### src/design/s2a_pkg.sv
// shared types, constants and key tables for the scancode unit
// no dependencies
package s2a_pkg;

  localparam int CHAR_DEPTH = 256;
  localparam int RAW_DEPTH  = 64;
  localparam int CHAR_AW    = $clog2(CHAR_DEPTH);
  localparam int RAW_AW     = $clog2(RAW_DEPTH);

  localparam int CODE_W = 7;
  localparam int CFG_AW = 4;
  localparam int DATA_W = 32;

  typedef enum logic [1:0] {
    OP_SCAN     = 2'd0,
    OP_POP_CHAR = 2'd1,
    OP_POP_RAW  = 2'd2,
    OP_CLEAR    = 2'd3
  } op_t;

  typedef enum logic [1:0] {
    REG_ARROW_UP    = 2'd0,
    REG_ARROW_DOWN  = 2'd1,
    REG_ARROW_LEFT  = 2'd2,
    REG_ARROW_RIGHT = 2'd3
  } reg_idx_t;

  typedef enum logic [1:0] {
    ST_IDLE,
    ST_EXEC,
    ST_RESP
  } state_t;

  typedef struct packed {
    logic latch;
    logic exec;
  } ctrl_cmd_t;

  typedef struct packed {
    logic     we;
    reg_idx_t idx;
    logic [7:0] data;
  } cfg_wr_t;

  localparam logic [CODE_W-1:0] KEY_LSHIFT = 7'h2A;
  localparam logic [CODE_W-1:0] KEY_RSHIFT = 7'h36;
  localparam logic [CODE_W-1:0] KEY_LCTRL  = 7'h1D;
  localparam logic [CODE_W-1:0] KEY_CAPS   = 7'h3A;
  localparam logic [CODE_W-1:0] KEY_UP     = 7'h48;
  localparam logic [CODE_W-1:0] KEY_DOWN   = 7'h50;
  localparam logic [CODE_W-1:0] KEY_LEFT   = 7'h4B;
  localparam logic [CODE_W-1:0] KEY_RIGHT  = 7'h4D;
  localparam logic [CODE_W-1:0] KEY_ALPHA_LO = 7'h10;
  localparam logic [CODE_W-1:0] KEY_ALPHA_HI = 7'h32;
  localparam logic [CODE_W-1:0] KEY_MAP_END  = 7'd58;

  localparam logic [7:0] ARROW_UP_RST    = 8'd128;
  localparam logic [7:0] ARROW_DOWN_RST  = 8'd129;
  localparam logic [7:0] ARROW_LEFT_RST  = 8'd130;
  localparam logic [7:0] ARROW_RIGHT_RST = 8'd131;

  // us layout, unshifted
  function automatic logic [7:0] lower_char(input logic [CODE_W-1:0] code);
    logic [7:0] c;
    case (code)
      7'd1:  c = 8'h1B;  7'd2:  c = 8'h31;  7'd3:  c = 8'h32;  7'd4:  c = 8'h33;
      7'd5:  c = 8'h34;  7'd6:  c = 8'h35;  7'd7:  c = 8'h36;  7'd8:  c = 8'h37;
      7'd9:  c = 8'h38;  7'd10: c = 8'h39;  7'd11: c = 8'h30;  7'd12: c = 8'h2D;
      7'd13: c = 8'h3D;  7'd14: c = 8'h08;  7'd15: c = 8'h09;  7'd16: c = 8'h71;
      7'd17: c = 8'h77;  7'd18: c = 8'h65;  7'd19: c = 8'h72;  7'd20: c = 8'h74;
      7'd21: c = 8'h79;  7'd22: c = 8'h75;  7'd23: c = 8'h69;  7'd24: c = 8'h6F;
      7'd25: c = 8'h70;  7'd26: c = 8'h5B;  7'd27: c = 8'h5D;  7'd28: c = 8'h0A;
      7'd30: c = 8'h61;  7'd31: c = 8'h73;  7'd32: c = 8'h64;  7'd33: c = 8'h66;
      7'd34: c = 8'h67;  7'd35: c = 8'h68;  7'd36: c = 8'h6A;  7'd37: c = 8'h6B;
      7'd38: c = 8'h6C;  7'd39: c = 8'h3B;  7'd40: c = 8'h27;  7'd41: c = 8'h60;
      7'd43: c = 8'h5C;  7'd44: c = 8'h7A;  7'd45: c = 8'h78;  7'd46: c = 8'h63;
      7'd47: c = 8'h76;  7'd48: c = 8'h62;  7'd49: c = 8'h6E;  7'd50: c = 8'h6D;
      7'd51: c = 8'h2C;  7'd52: c = 8'h2E;  7'd53: c = 8'h2F;  7'd55: c = 8'h2A;
      7'd57: c = 8'h20;
      default: c = 8'h00;
    endcase
    return c;
  endfunction

  // us layout, shifted
  function automatic logic [7:0] upper_char(input logic [CODE_W-1:0] code);
    logic [7:0] c;
    case (code)
      7'd1:  c = 8'h1B;  7'd2:  c = 8'h21;  7'd3:  c = 8'h40;  7'd4:  c = 8'h23;
      7'd5:  c = 8'h24;  7'd6:  c = 8'h25;  7'd7:  c = 8'h5E;  7'd8:  c = 8'h26;
      7'd9:  c = 8'h2A;  7'd10: c = 8'h28;  7'd11: c = 8'h29;  7'd12: c = 8'h5F;
      7'd13: c = 8'h2B;  7'd14: c = 8'h08;  7'd15: c = 8'h09;  7'd16: c = 8'h51;
      7'd17: c = 8'h57;  7'd18: c = 8'h45;  7'd19: c = 8'h52;  7'd20: c = 8'h54;
      7'd21: c = 8'h59;  7'd22: c = 8'h55;  7'd23: c = 8'h49;  7'd24: c = 8'h4F;
      7'd25: c = 8'h50;  7'd26: c = 8'h7B;  7'd27: c = 8'h7D;  7'd28: c = 8'h0A;
      7'd30: c = 8'h41;  7'd31: c = 8'h53;  7'd32: c = 8'h44;  7'd33: c = 8'h46;
      7'd34: c = 8'h47;  7'd35: c = 8'h48;  7'd36: c = 8'h4A;  7'd37: c = 8'h4B;
      7'd38: c = 8'h4C;  7'd39: c = 8'h3A;  7'd40: c = 8'h22;  7'd41: c = 8'h7E;
      7'd43: c = 8'h7C;  7'd44: c = 8'h5A;  7'd45: c = 8'h58;  7'd46: c = 8'h43;
      7'd47: c = 8'h56;  7'd48: c = 8'h42;  7'd49: c = 8'h4E;  7'd50: c = 8'h4D;
      7'd51: c = 8'h3C;  7'd52: c = 8'h3E;  7'd53: c = 8'h3F;  7'd55: c = 8'h2A;
      7'd57: c = 8'h20;
      default: c = 8'h00;
    endcase
    return c;
  endfunction

endpackage

### src/design/s2a_ctrl.sv
// controller state machine for the scancode unit
// depends on s2a_pkg
module s2a_ctrl (
  input  logic               clk,
  input  logic               rst,
  input  logic               start,
  output logic               busy,
  output logic               done,
  output s2a_pkg::ctrl_cmd_t cmd
);

  s2a_pkg::state_t state, state_next;

  always_ff @(posedge clk) begin
    if (rst) begin
      state <= s2a_pkg::ST_IDLE;
    end else begin
      state <= state_next;
    end
  end

  always_comb begin
    state_next = state;
    unique case (state)
      s2a_pkg::ST_IDLE: begin
        if (start) state_next = s2a_pkg::ST_EXEC;
      end
      s2a_pkg::ST_EXEC: state_next = s2a_pkg::ST_RESP;
      s2a_pkg::ST_RESP: state_next = s2a_pkg::ST_IDLE;
      default:          state_next = s2a_pkg::ST_IDLE;
    endcase
  end

  always_comb begin
    busy      = 1'b1;
    done      = 1'b0;
    cmd.latch = 1'b0;
    cmd.exec  = 1'b0;
    unique case (state)
      s2a_pkg::ST_IDLE: begin
        busy      = 1'b0;
        cmd.latch = start;
      end
      s2a_pkg::ST_EXEC: cmd.exec = 1'b1;
      s2a_pkg::ST_RESP: done = 1'b1;
      default:          busy = 1'b1;
    endcase
  end

endmodule

### src/design/s2a_datapath.sv
// datapath: modifier flags, key tables, character ring and raw event ring
// depends on s2a_pkg
module s2a_datapath (
  input  logic               clk,
  input  logic               rst,
  input  s2a_pkg::ctrl_cmd_t cmd,
  input  logic [1:0]         operation,
  input  logic [7:0]         scan_byte,
  input  s2a_pkg::cfg_wr_t   cfg_wr,
  input  s2a_pkg::reg_idx_t  cfg_rd_idx,
  output logic [7:0]         cfg_rd_data,
  output logic [7:0]         char_data,
  output logic               char_valid,
  output logic [6:0]         raw_code,
  output logic               raw_pressed,
  output logic               raw_valid,
  output logic               shift_held,
  output logic               ctrl_held,
  output logic               caps_on,
  output logic               chars_waiting,
  output logic               raw_waiting
);

  localparam int CAW = s2a_pkg::CHAR_AW;
  localparam int RAW = s2a_pkg::RAW_AW;
  localparam int CW  = s2a_pkg::CODE_W;

  logic [7:0] char_mem [s2a_pkg::CHAR_DEPTH];
  logic [7:0] raw_mem  [s2a_pkg::RAW_DEPTH];

  logic [7:0] arrow_up, arrow_down, arrow_left, arrow_right;
  s2a_pkg::op_t op;
  logic [7:0]   byte_q;

  logic [CAW-1:0] char_head, char_tail, char_head_next, char_tail_next;
  logic [CAW-1:0] char_head_inc, char_tail_inc;
  logic [RAW-1:0] evt_head, evt_tail, evt_tail_next, evt_head_inc, evt_tail_inc;
  logic shift_flag, ctrl_flag, caps_flag;
  logic shift_flag_next, ctrl_flag_next, caps_flag_next;
  logic cval, rval, cval_next, rval_next;
  logic [7:0] char_rd, raw_rd;

  logic [CW-1:0] code;
  logic          rel, upper, is_scan, alpha;
  logic          char_push, char_we, raw_we;
  logic [7:0]    char_wdata, mapped;
  logic          char_full, raw_full, char_empty, raw_empty;

  // configuration registers
  always_ff @(posedge clk) begin
    if (rst) begin
      arrow_up    <= s2a_pkg::ARROW_UP_RST;
      arrow_down  <= s2a_pkg::ARROW_DOWN_RST;
      arrow_left  <= s2a_pkg::ARROW_LEFT_RST;
      arrow_right <= s2a_pkg::ARROW_RIGHT_RST;
    end else if (cfg_wr.we) begin
      unique case (cfg_wr.idx)
        s2a_pkg::REG_ARROW_UP:    arrow_up    <= cfg_wr.data;
        s2a_pkg::REG_ARROW_DOWN:  arrow_down  <= cfg_wr.data;
        s2a_pkg::REG_ARROW_LEFT:  arrow_left  <= cfg_wr.data;
        s2a_pkg::REG_ARROW_RIGHT: arrow_right <= cfg_wr.data;
        default:                  arrow_up    <= arrow_up;
      endcase
    end
  end

  always_comb begin
    unique case (cfg_rd_idx)
      s2a_pkg::REG_ARROW_UP:    cfg_rd_data = arrow_up;
      s2a_pkg::REG_ARROW_DOWN:  cfg_rd_data = arrow_down;
      s2a_pkg::REG_ARROW_LEFT:  cfg_rd_data = arrow_left;
      s2a_pkg::REG_ARROW_RIGHT: cfg_rd_data = arrow_right;
      default:                  cfg_rd_data = 8'h00;
    endcase
  end

  // access latched at the accepting edge
  always_ff @(posedge clk) begin
    if (cmd.latch) begin
      op     <= s2a_pkg::op_t'(operation);
      byte_q <= scan_byte;
    end
  end

  assign char_head_inc = (char_head == CAW'(s2a_pkg::CHAR_DEPTH - 1)) ? '0 : char_head + 1'b1;
  assign char_tail_inc = (char_tail == CAW'(s2a_pkg::CHAR_DEPTH - 1)) ? '0 : char_tail + 1'b1;
  assign evt_head_inc  = (evt_head == RAW'(s2a_pkg::RAW_DEPTH - 1)) ? '0 : evt_head + 1'b1;
  assign evt_tail_inc  = (evt_tail == RAW'(s2a_pkg::RAW_DEPTH - 1)) ? '0 : evt_tail + 1'b1;

  assign char_full  = (char_head_inc == char_tail);
  assign raw_full   = (evt_head_inc == evt_tail);
  assign char_empty = (char_head == char_tail);
  assign raw_empty  = (evt_head == evt_tail);

  assign code    = byte_q[6:0];
  assign rel     = byte_q[7];
  assign is_scan = cmd.exec && (op == s2a_pkg::OP_SCAN);
  assign alpha   = (code >= s2a_pkg::KEY_ALPHA_LO) && (code <= s2a_pkg::KEY_ALPHA_HI);
  // caps lock flips shift for codes 0x10..0x32 only, which includes some punctuation keys
  assign upper   = shift_flag ^ (caps_flag && alpha);
  assign mapped  = upper ? s2a_pkg::upper_char(code) : s2a_pkg::lower_char(code);

  always_comb begin
    shift_flag_next = shift_flag;
    ctrl_flag_next  = ctrl_flag;
    caps_flag_next  = caps_flag;
    char_push       = 1'b0;
    char_wdata      = mapped;
    if (is_scan) begin
      if (code == s2a_pkg::KEY_LSHIFT || code == s2a_pkg::KEY_RSHIFT) begin
        shift_flag_next = !rel;
      end else if (code == s2a_pkg::KEY_LCTRL) begin
        ctrl_flag_next = !rel;
      end else if (code == s2a_pkg::KEY_CAPS) begin
        if (!rel) caps_flag_next = !caps_flag;
      end else if (!rel) begin
        if (code == s2a_pkg::KEY_UP) begin
          char_push  = 1'b1;
          char_wdata = arrow_up;
        end else if (code == s2a_pkg::KEY_DOWN) begin
          char_push  = 1'b1;
          char_wdata = arrow_down;
        end else if (code == s2a_pkg::KEY_LEFT) begin
          char_push  = 1'b1;
          char_wdata = arrow_left;
        end else if (code == s2a_pkg::KEY_RIGHT) begin
          char_push  = 1'b1;
          char_wdata = arrow_right;
        end else if (code < s2a_pkg::KEY_MAP_END) begin
          char_push = (mapped != 8'h00);
        end
      end
    end
  end

  assign char_we = char_push && !char_full;
  assign raw_we  = is_scan && !raw_full;

  always_comb begin
    char_head_next = char_we ? char_head_inc : char_head;
    char_tail_next = char_tail;
    evt_tail_next  = evt_tail;
    cval_next      = cval;
    rval_next      = rval;
    if (cmd.exec) begin
      cval_next = (op == s2a_pkg::OP_POP_CHAR) && !char_empty;
      rval_next = (op == s2a_pkg::OP_POP_RAW) && !raw_empty;
      if (cval_next) char_tail_next = char_tail_inc;
      if (rval_next) evt_tail_next = evt_tail_inc;
      if (op == s2a_pkg::OP_CLEAR) begin
        char_head_next = '0;
        char_tail_next = '0;
      end
    end
  end

  always_ff @(posedge clk) begin
    if (rst) begin
      char_head  <= '0;
      char_tail  <= '0;
      evt_head   <= '0;
      evt_tail   <= '0;
      shift_flag <= 1'b0;
      ctrl_flag  <= 1'b0;
      caps_flag  <= 1'b0;
      cval       <= 1'b0;
      rval       <= 1'b0;
    end else begin
      char_head  <= char_head_next;
      char_tail  <= char_tail_next;
      evt_head   <= raw_we ? evt_head_inc : evt_head;
      evt_tail   <= evt_tail_next;
      shift_flag <= shift_flag_next;
      ctrl_flag  <= ctrl_flag_next;
      caps_flag  <= caps_flag_next;
      cval       <= cval_next;
      rval       <= rval_next;
    end
  end

  // ring memories, read data captured at the pre-pop tail
  always_ff @(posedge clk) begin
    if (char_we) char_mem[char_head] <= char_wdata;
    char_rd <= char_mem[char_tail];
  end

  always_ff @(posedge clk) begin
    if (raw_we) raw_mem[evt_head] <= {!rel, code};
    raw_rd <= raw_mem[evt_tail];
  end

  assign char_data     = cval ? char_rd : 8'h00;
  assign char_valid    = cval;
  assign raw_code      = rval ? raw_rd[6:0] : 7'h00;
  assign raw_pressed   = rval && raw_rd[7];
  assign raw_valid     = rval;
  assign shift_held    = shift_flag;
  assign ctrl_held     = ctrl_flag;
  assign caps_on       = caps_flag;
  assign chars_waiting = !char_empty;
  assign raw_waiting   = !raw_empty;

endmodule

### src/design/scancode_to_ascii_with_fifos_unit.sv
// the done strobe comes in the response state, which follows the execute state entered at the accepting edge
// one access at a time (accept, execute, ring read register); start is taken only in the idle state
// the ring memories read through a registered port, which sets the execute step
// reset clears ring pointers, modifier flags and loads arrow codes 128..131
// ring contents are not cleared; the receiver cannot stall, done lasts one cycle
module scancode_to_ascii_with_fifos_unit (
  input  logic        clk,
  input  logic        rst,
  input  logic        start,
  output logic        busy,
  input  logic [1:0]  operation,
  input  logic [7:0]  scan_byte,
  output logic        done,
  output logic [7:0]  char_data,
  output logic        char_valid,
  output logic [6:0]  raw_code,
  output logic        raw_pressed,
  output logic        raw_valid,
  output logic        shift_held,
  output logic        ctrl_held,
  output logic        caps_on,
  output logic        chars_waiting,
  output logic        raw_waiting,
  input  logic        psel,
  input  logic        penable,
  input  logic        pwrite,
  input  logic [3:0]  paddr,
  input  logic [31:0] pwdata,
  output logic [31:0] prdata,
  output logic        pready
);

  s2a_pkg::ctrl_cmd_t cmd;
  s2a_pkg::cfg_wr_t   cfg_wr;
  logic [7:0]         cfg_rd_data;

  assign pready      = 1'b1;
  assign cfg_wr.we   = psel && penable && pwrite && pready;
  assign cfg_wr.idx  = s2a_pkg::reg_idx_t'(paddr[3:2]);
  assign cfg_wr.data = pwdata[7:0];
  assign prdata      = {24'h000000, cfg_rd_data};

  s2a_ctrl u_ctrl (
    .clk   (clk),
    .rst   (rst),
    .start (start),
    .busy  (busy),
    .done  (done),
    .cmd   (cmd)
  );

  s2a_datapath u_dp (
    .clk           (clk),
    .rst           (rst),
    .cmd           (cmd),
    .operation     (operation),
    .scan_byte     (scan_byte),
    .cfg_wr        (cfg_wr),
    .cfg_rd_idx    (s2a_pkg::reg_idx_t'(paddr[3:2])),
    .cfg_rd_data   (cfg_rd_data),
    .char_data     (char_data),
    .char_valid    (char_valid),
    .raw_code      (raw_code),
    .raw_pressed   (raw_pressed),
    .raw_valid     (raw_valid),
    .shift_held    (shift_held),
    .ctrl_held     (ctrl_held),
    .caps_on       (caps_on),
    .chars_waiting (chars_waiting),
    .raw_waiting   (raw_waiting)
  );

endmodule

### config.mk
export PLATFORM = sky130hd
export DESIGN_NAME = scancode_to_ascii_with_fifos_unit
export DESIGN_NICKNAME = d
export VERILOG_FILES = /design/src/design/s2a_pkg.sv /design/src/design/s2a_ctrl.sv /design/src/design/s2a_datapath.sv /design/src/design/scancode_to_ascii_with_fifos_unit.sv
export SDC_FILE = /design/constraint.sdc
export NUM_CORES = 2
export LEC_CHECK = 0
export ABC_AREA = 0
export BUFFER_PORTS_ARGS = -buffer_cell sky130_fd_sc_hd__buf_4
export CAP_MARGIN = 20
export CORE_MARGIN = 2
export CORE_UTILIZATION = 39
export DETAILED_ROUTE_END_ITERATION = 12
export SYNTH_ARGS = -nofsm -noshare
export SYNTH_HDL_FRONTEND = slang
export SYNTH_HIERARCHICAL = 1
export SYNTH_SLANG_ARGS = --single-unit
export TNS_END_PERCENT = 50
### constraint.sdc
create_clock -name clk -period 14.1 [get_ports clk]
set_clock_uncertainty 0.2 [all_clocks]
set_input_delay 0.705 -clock clk [delete_from_list [all_inputs] [get_ports clk]]
set_output_delay 0.705 -clock clk [all_outputs]
set_load 0.005 [all_outputs]
==> flow_summary_export.csv <==
group,metric,value,unit
global_route,grt_usage,18.0,%
cts,cts_resized,0,
drt,drt-total-wl,250000,microns
yosys,synth_edf_count,2570,
timing,tightestPinTransition,1.13,ns
timing,setup_viol,0,
run,cap_violations,0,
yosys,yosysWarnings,6,
global_route,grt_start_max_net_pins,243,
critical_path,worst_path_max_delay_cell,"buf_4",
cells_and_area,fin_nets,5298,
power,p_total,16.4,mW
yosys,ys.flop_type,"edfxtp_1",
yosys,avgSynthCellArea,20.5,sq um
power,leakage,34.8,nW
cts,path_clk_slew,0.06,ns
die,start_util,39.1,%
worst_hold_path,worstHoldPathType,"primary input to flop",
global_route,grt_pass1_wl,361000,microns
place,post_dp_cell_area,109000,sq um
yosys,syn_area,105000,sq um
drt,via_per_inst,5.73,
die,io_pins,110,
die,fp.dieArea,273000,sq um
drt,drtPass1Iterations,8,
cts,clockBufferDepth,4,
cells_and_area,largest-register,"u_dp/char_mem",
cts,clk_latency,0.85,ns
cells_and_area,post-route-util,44.1,%
critical_path,crit_top_cell,"buf_4",
cells_and_area,final_common_cell,"edfxtp_1",
yosys,seq_area_frac_synth,75.6,%
critical_path,critical_path.cell_chain,"buf_4 > nand2b_4 > or4_1 > nor2_1 > a22o_1 > o21ai_0 > o21ai_4 > buf_4 > buf_4 > buf_4",
yosys,synth_cell_types,93,
critical_path,required,14.37,ns
place,io_buffers,58,
timing,post-route-period-util,42.8,%
die,row_count,190,
timing,final_hold_viol_count,0,
cts,cts.htree.levels,5,
drt,detail-route-antenna-nets,0,
critical_path,cp.arrival,6.31,ns
cells_and_area,mostFrequentLayoutCells,"edfxtp_1, mux4_2, nor2_1, clkbuf_16, a22oi_1",
timing,slew_headroom,24.3,%
critical_path,end_kind,"flop",
drt,via_count,51500,
drt,wl_per_cell,27.8,microns
cts,clock-sinks,2667,
timing,tns,0,ns
critical_path,reg2reg_depth,10,
yosys,async_reset_ff_share,0,%
yosys,synth-seq-cells,2667,
cells_and_area,reg.largest.list,"u_dp/char_mem x2048, u_dp/raw_mem x512",
global_route,grt_overflow_total,0,
cts,cts_tree,"done",
global_route,antenna_found_initial,14,
timing,fmax,0.166,GHz
power,ir_worst_vdd,0.0854,mV
cts,post_cts_buffers,0,
drt,drc,0,
die,fp.coreArea,267000,sq um
die,die_y,522,microns
critical_path,path_max_fanout,102,
critical_path,start_kind,"flop",
cts,root_buffer,"clkbuf_16",
timing,maxSlewViolCount,0,
global_route,grt_pass1_vias,51100,
critical_path,critPathMaxStageDelay,0.88,ns
cells_and_area,fin_area,118000,sq um
critical_path,criticalPathCategory,"flop to flop",
power,p_per_area,139,nW/um^2
drt,drt_iter0_markers,5666,
timing,rsz0062_at_grt,"false",
outcome,status,"finished, final reports clean",
cells_and_area,drive_gt1_share,23.7,%
cells_and_area,area_delta_synth_final,12.6,%
timing,period_needed,6.04,ns
place,hpwl,141000,microns
cells_and_area,largest_register_ff_count,2048,
worst_hold_path,hold_depth,2,
die,die_w,522,microns
cts,cts_buffers,279,
yosys,synthCells,5118,
cts,cts_hold_buffers,19,
place,gp_congestion,0.809,
==> layout make-up <==
type / instances / area (sq um)
inverter: 19 / 71.3
timing repair buffer: 161 / 1460
clock inverter: 126 / 1050
tap: 3552 / 4440
fill: 22600 / 150000
sequential: 2667 / 79100
multi-input combinational: 2100 / 24100
clock buffer: 356 / 7550
antenna: 12 / 30.0
==> per-layer routing <==
| layer | up-vias | global-route usage [%] | wire length [microns] |
|---|---|---|---|
| li1 | 21500 | - | - |
| met1 | 27500 | 25.5 | 103000 |
| met2 | 2098 | 28.5 | 120000 |
| met3 | 387 | 3.45 | 20200 |
| met4 | 8 | 4.98 | 6350 |
| met5 | - | 0 | 46 |
==> worst max-delay path, delay by kind of cell, from the launching register on <==
kind,cells,cell delay (ns)
and+or+nand+nor,3,1.24
AOI/OAI and AO/OA,3,0.48
DFF,1,0.33
buffers and inverters,4,3.15
==> path summary, 6_finish.rpt <==
kind / startpoint / endpoint / slack, ns
min reg2reg: u_dp/arrow_down[1]$_SDFFE_PP0P_ / u_dp/arrow_down[1]$_SDFFE_PP0P_ / 0.27
min: rst / u_dp/evt_tail[4]$_SDFFE_PP0P_ / 0.18
max: u_dp/byte_q[6]$_DFFE_PP_ / u_dp/char_mem[155][3]$_DFFE_PP_ / 8.06
max reg2reg: u_dp/byte_q[6]$_DFFE_PP_ / u_dp/char_mem[155][3]$_DFFE_PP_ / 8.06
==> power breakdown <==
part / total (mW) / switching, mW / internal [mW]
combinational: 0.513 / 0.385 / 0.127
sequential: 8.84 / 0.0125 / 8.83
clock: 7.02 / 2.93 / 4.09
==> Yosys cell counts (all sizes together) (8+ instances only) <==
master | n | area, sq um
edfxtp | 2570 | 77200
mux4 | 690 | 15500
nor2 | 374 | 1400
a22oi | 261 | 1960
a21oi | 189 | 946
clkbuf | 178 | 722
buf | 177 | 946
nand2 | 115 | 432
dfxtp | 97 | 1940
o21ai | 47 | 235
nor4 | 44 | 275
nand3 | 27 | 140
mux2i | 24 | 244
nand4 | 23 | 358
xor2 | 20 | 183
and2 | 19 | 119
o22ai | 19 | 119
xnor2 | 19 | 166
ha | 18 | 225
inv | 18 | 67.6
or2 | 18 | 113
nor3 | 16 | 91.3
nand3b | 14 | 105
a22o | 12 | 105
a31oi | 10 | 75.1
and3 | 9 | 56.3
nand2b | 9 | 63.8
nor2b | 9 | 56.3
or3 | 8 | 55.1
==> through the flow <==
stage	setup WS, ns	cells	hold WS, ns
CTS	7.52	8973	0.133
detailed placement	7.57	8472	0.266
global route	7.70	8988	0.177
global placement	7.58	8471	0.263
floorplan	2.91	5141	0.246
finish	8.06	8993	0.182
==> kinds of logic after synthesis <==
logic type	synth area share, %
xor+xnor	0.333
other cells	0.00717
compound gates	3.76
flops	75.6
mux	15.1
fa+ha+maj	0.215
simple gates	3.33
buf+inv	1.66
Power figures use the tool's default switching activity.
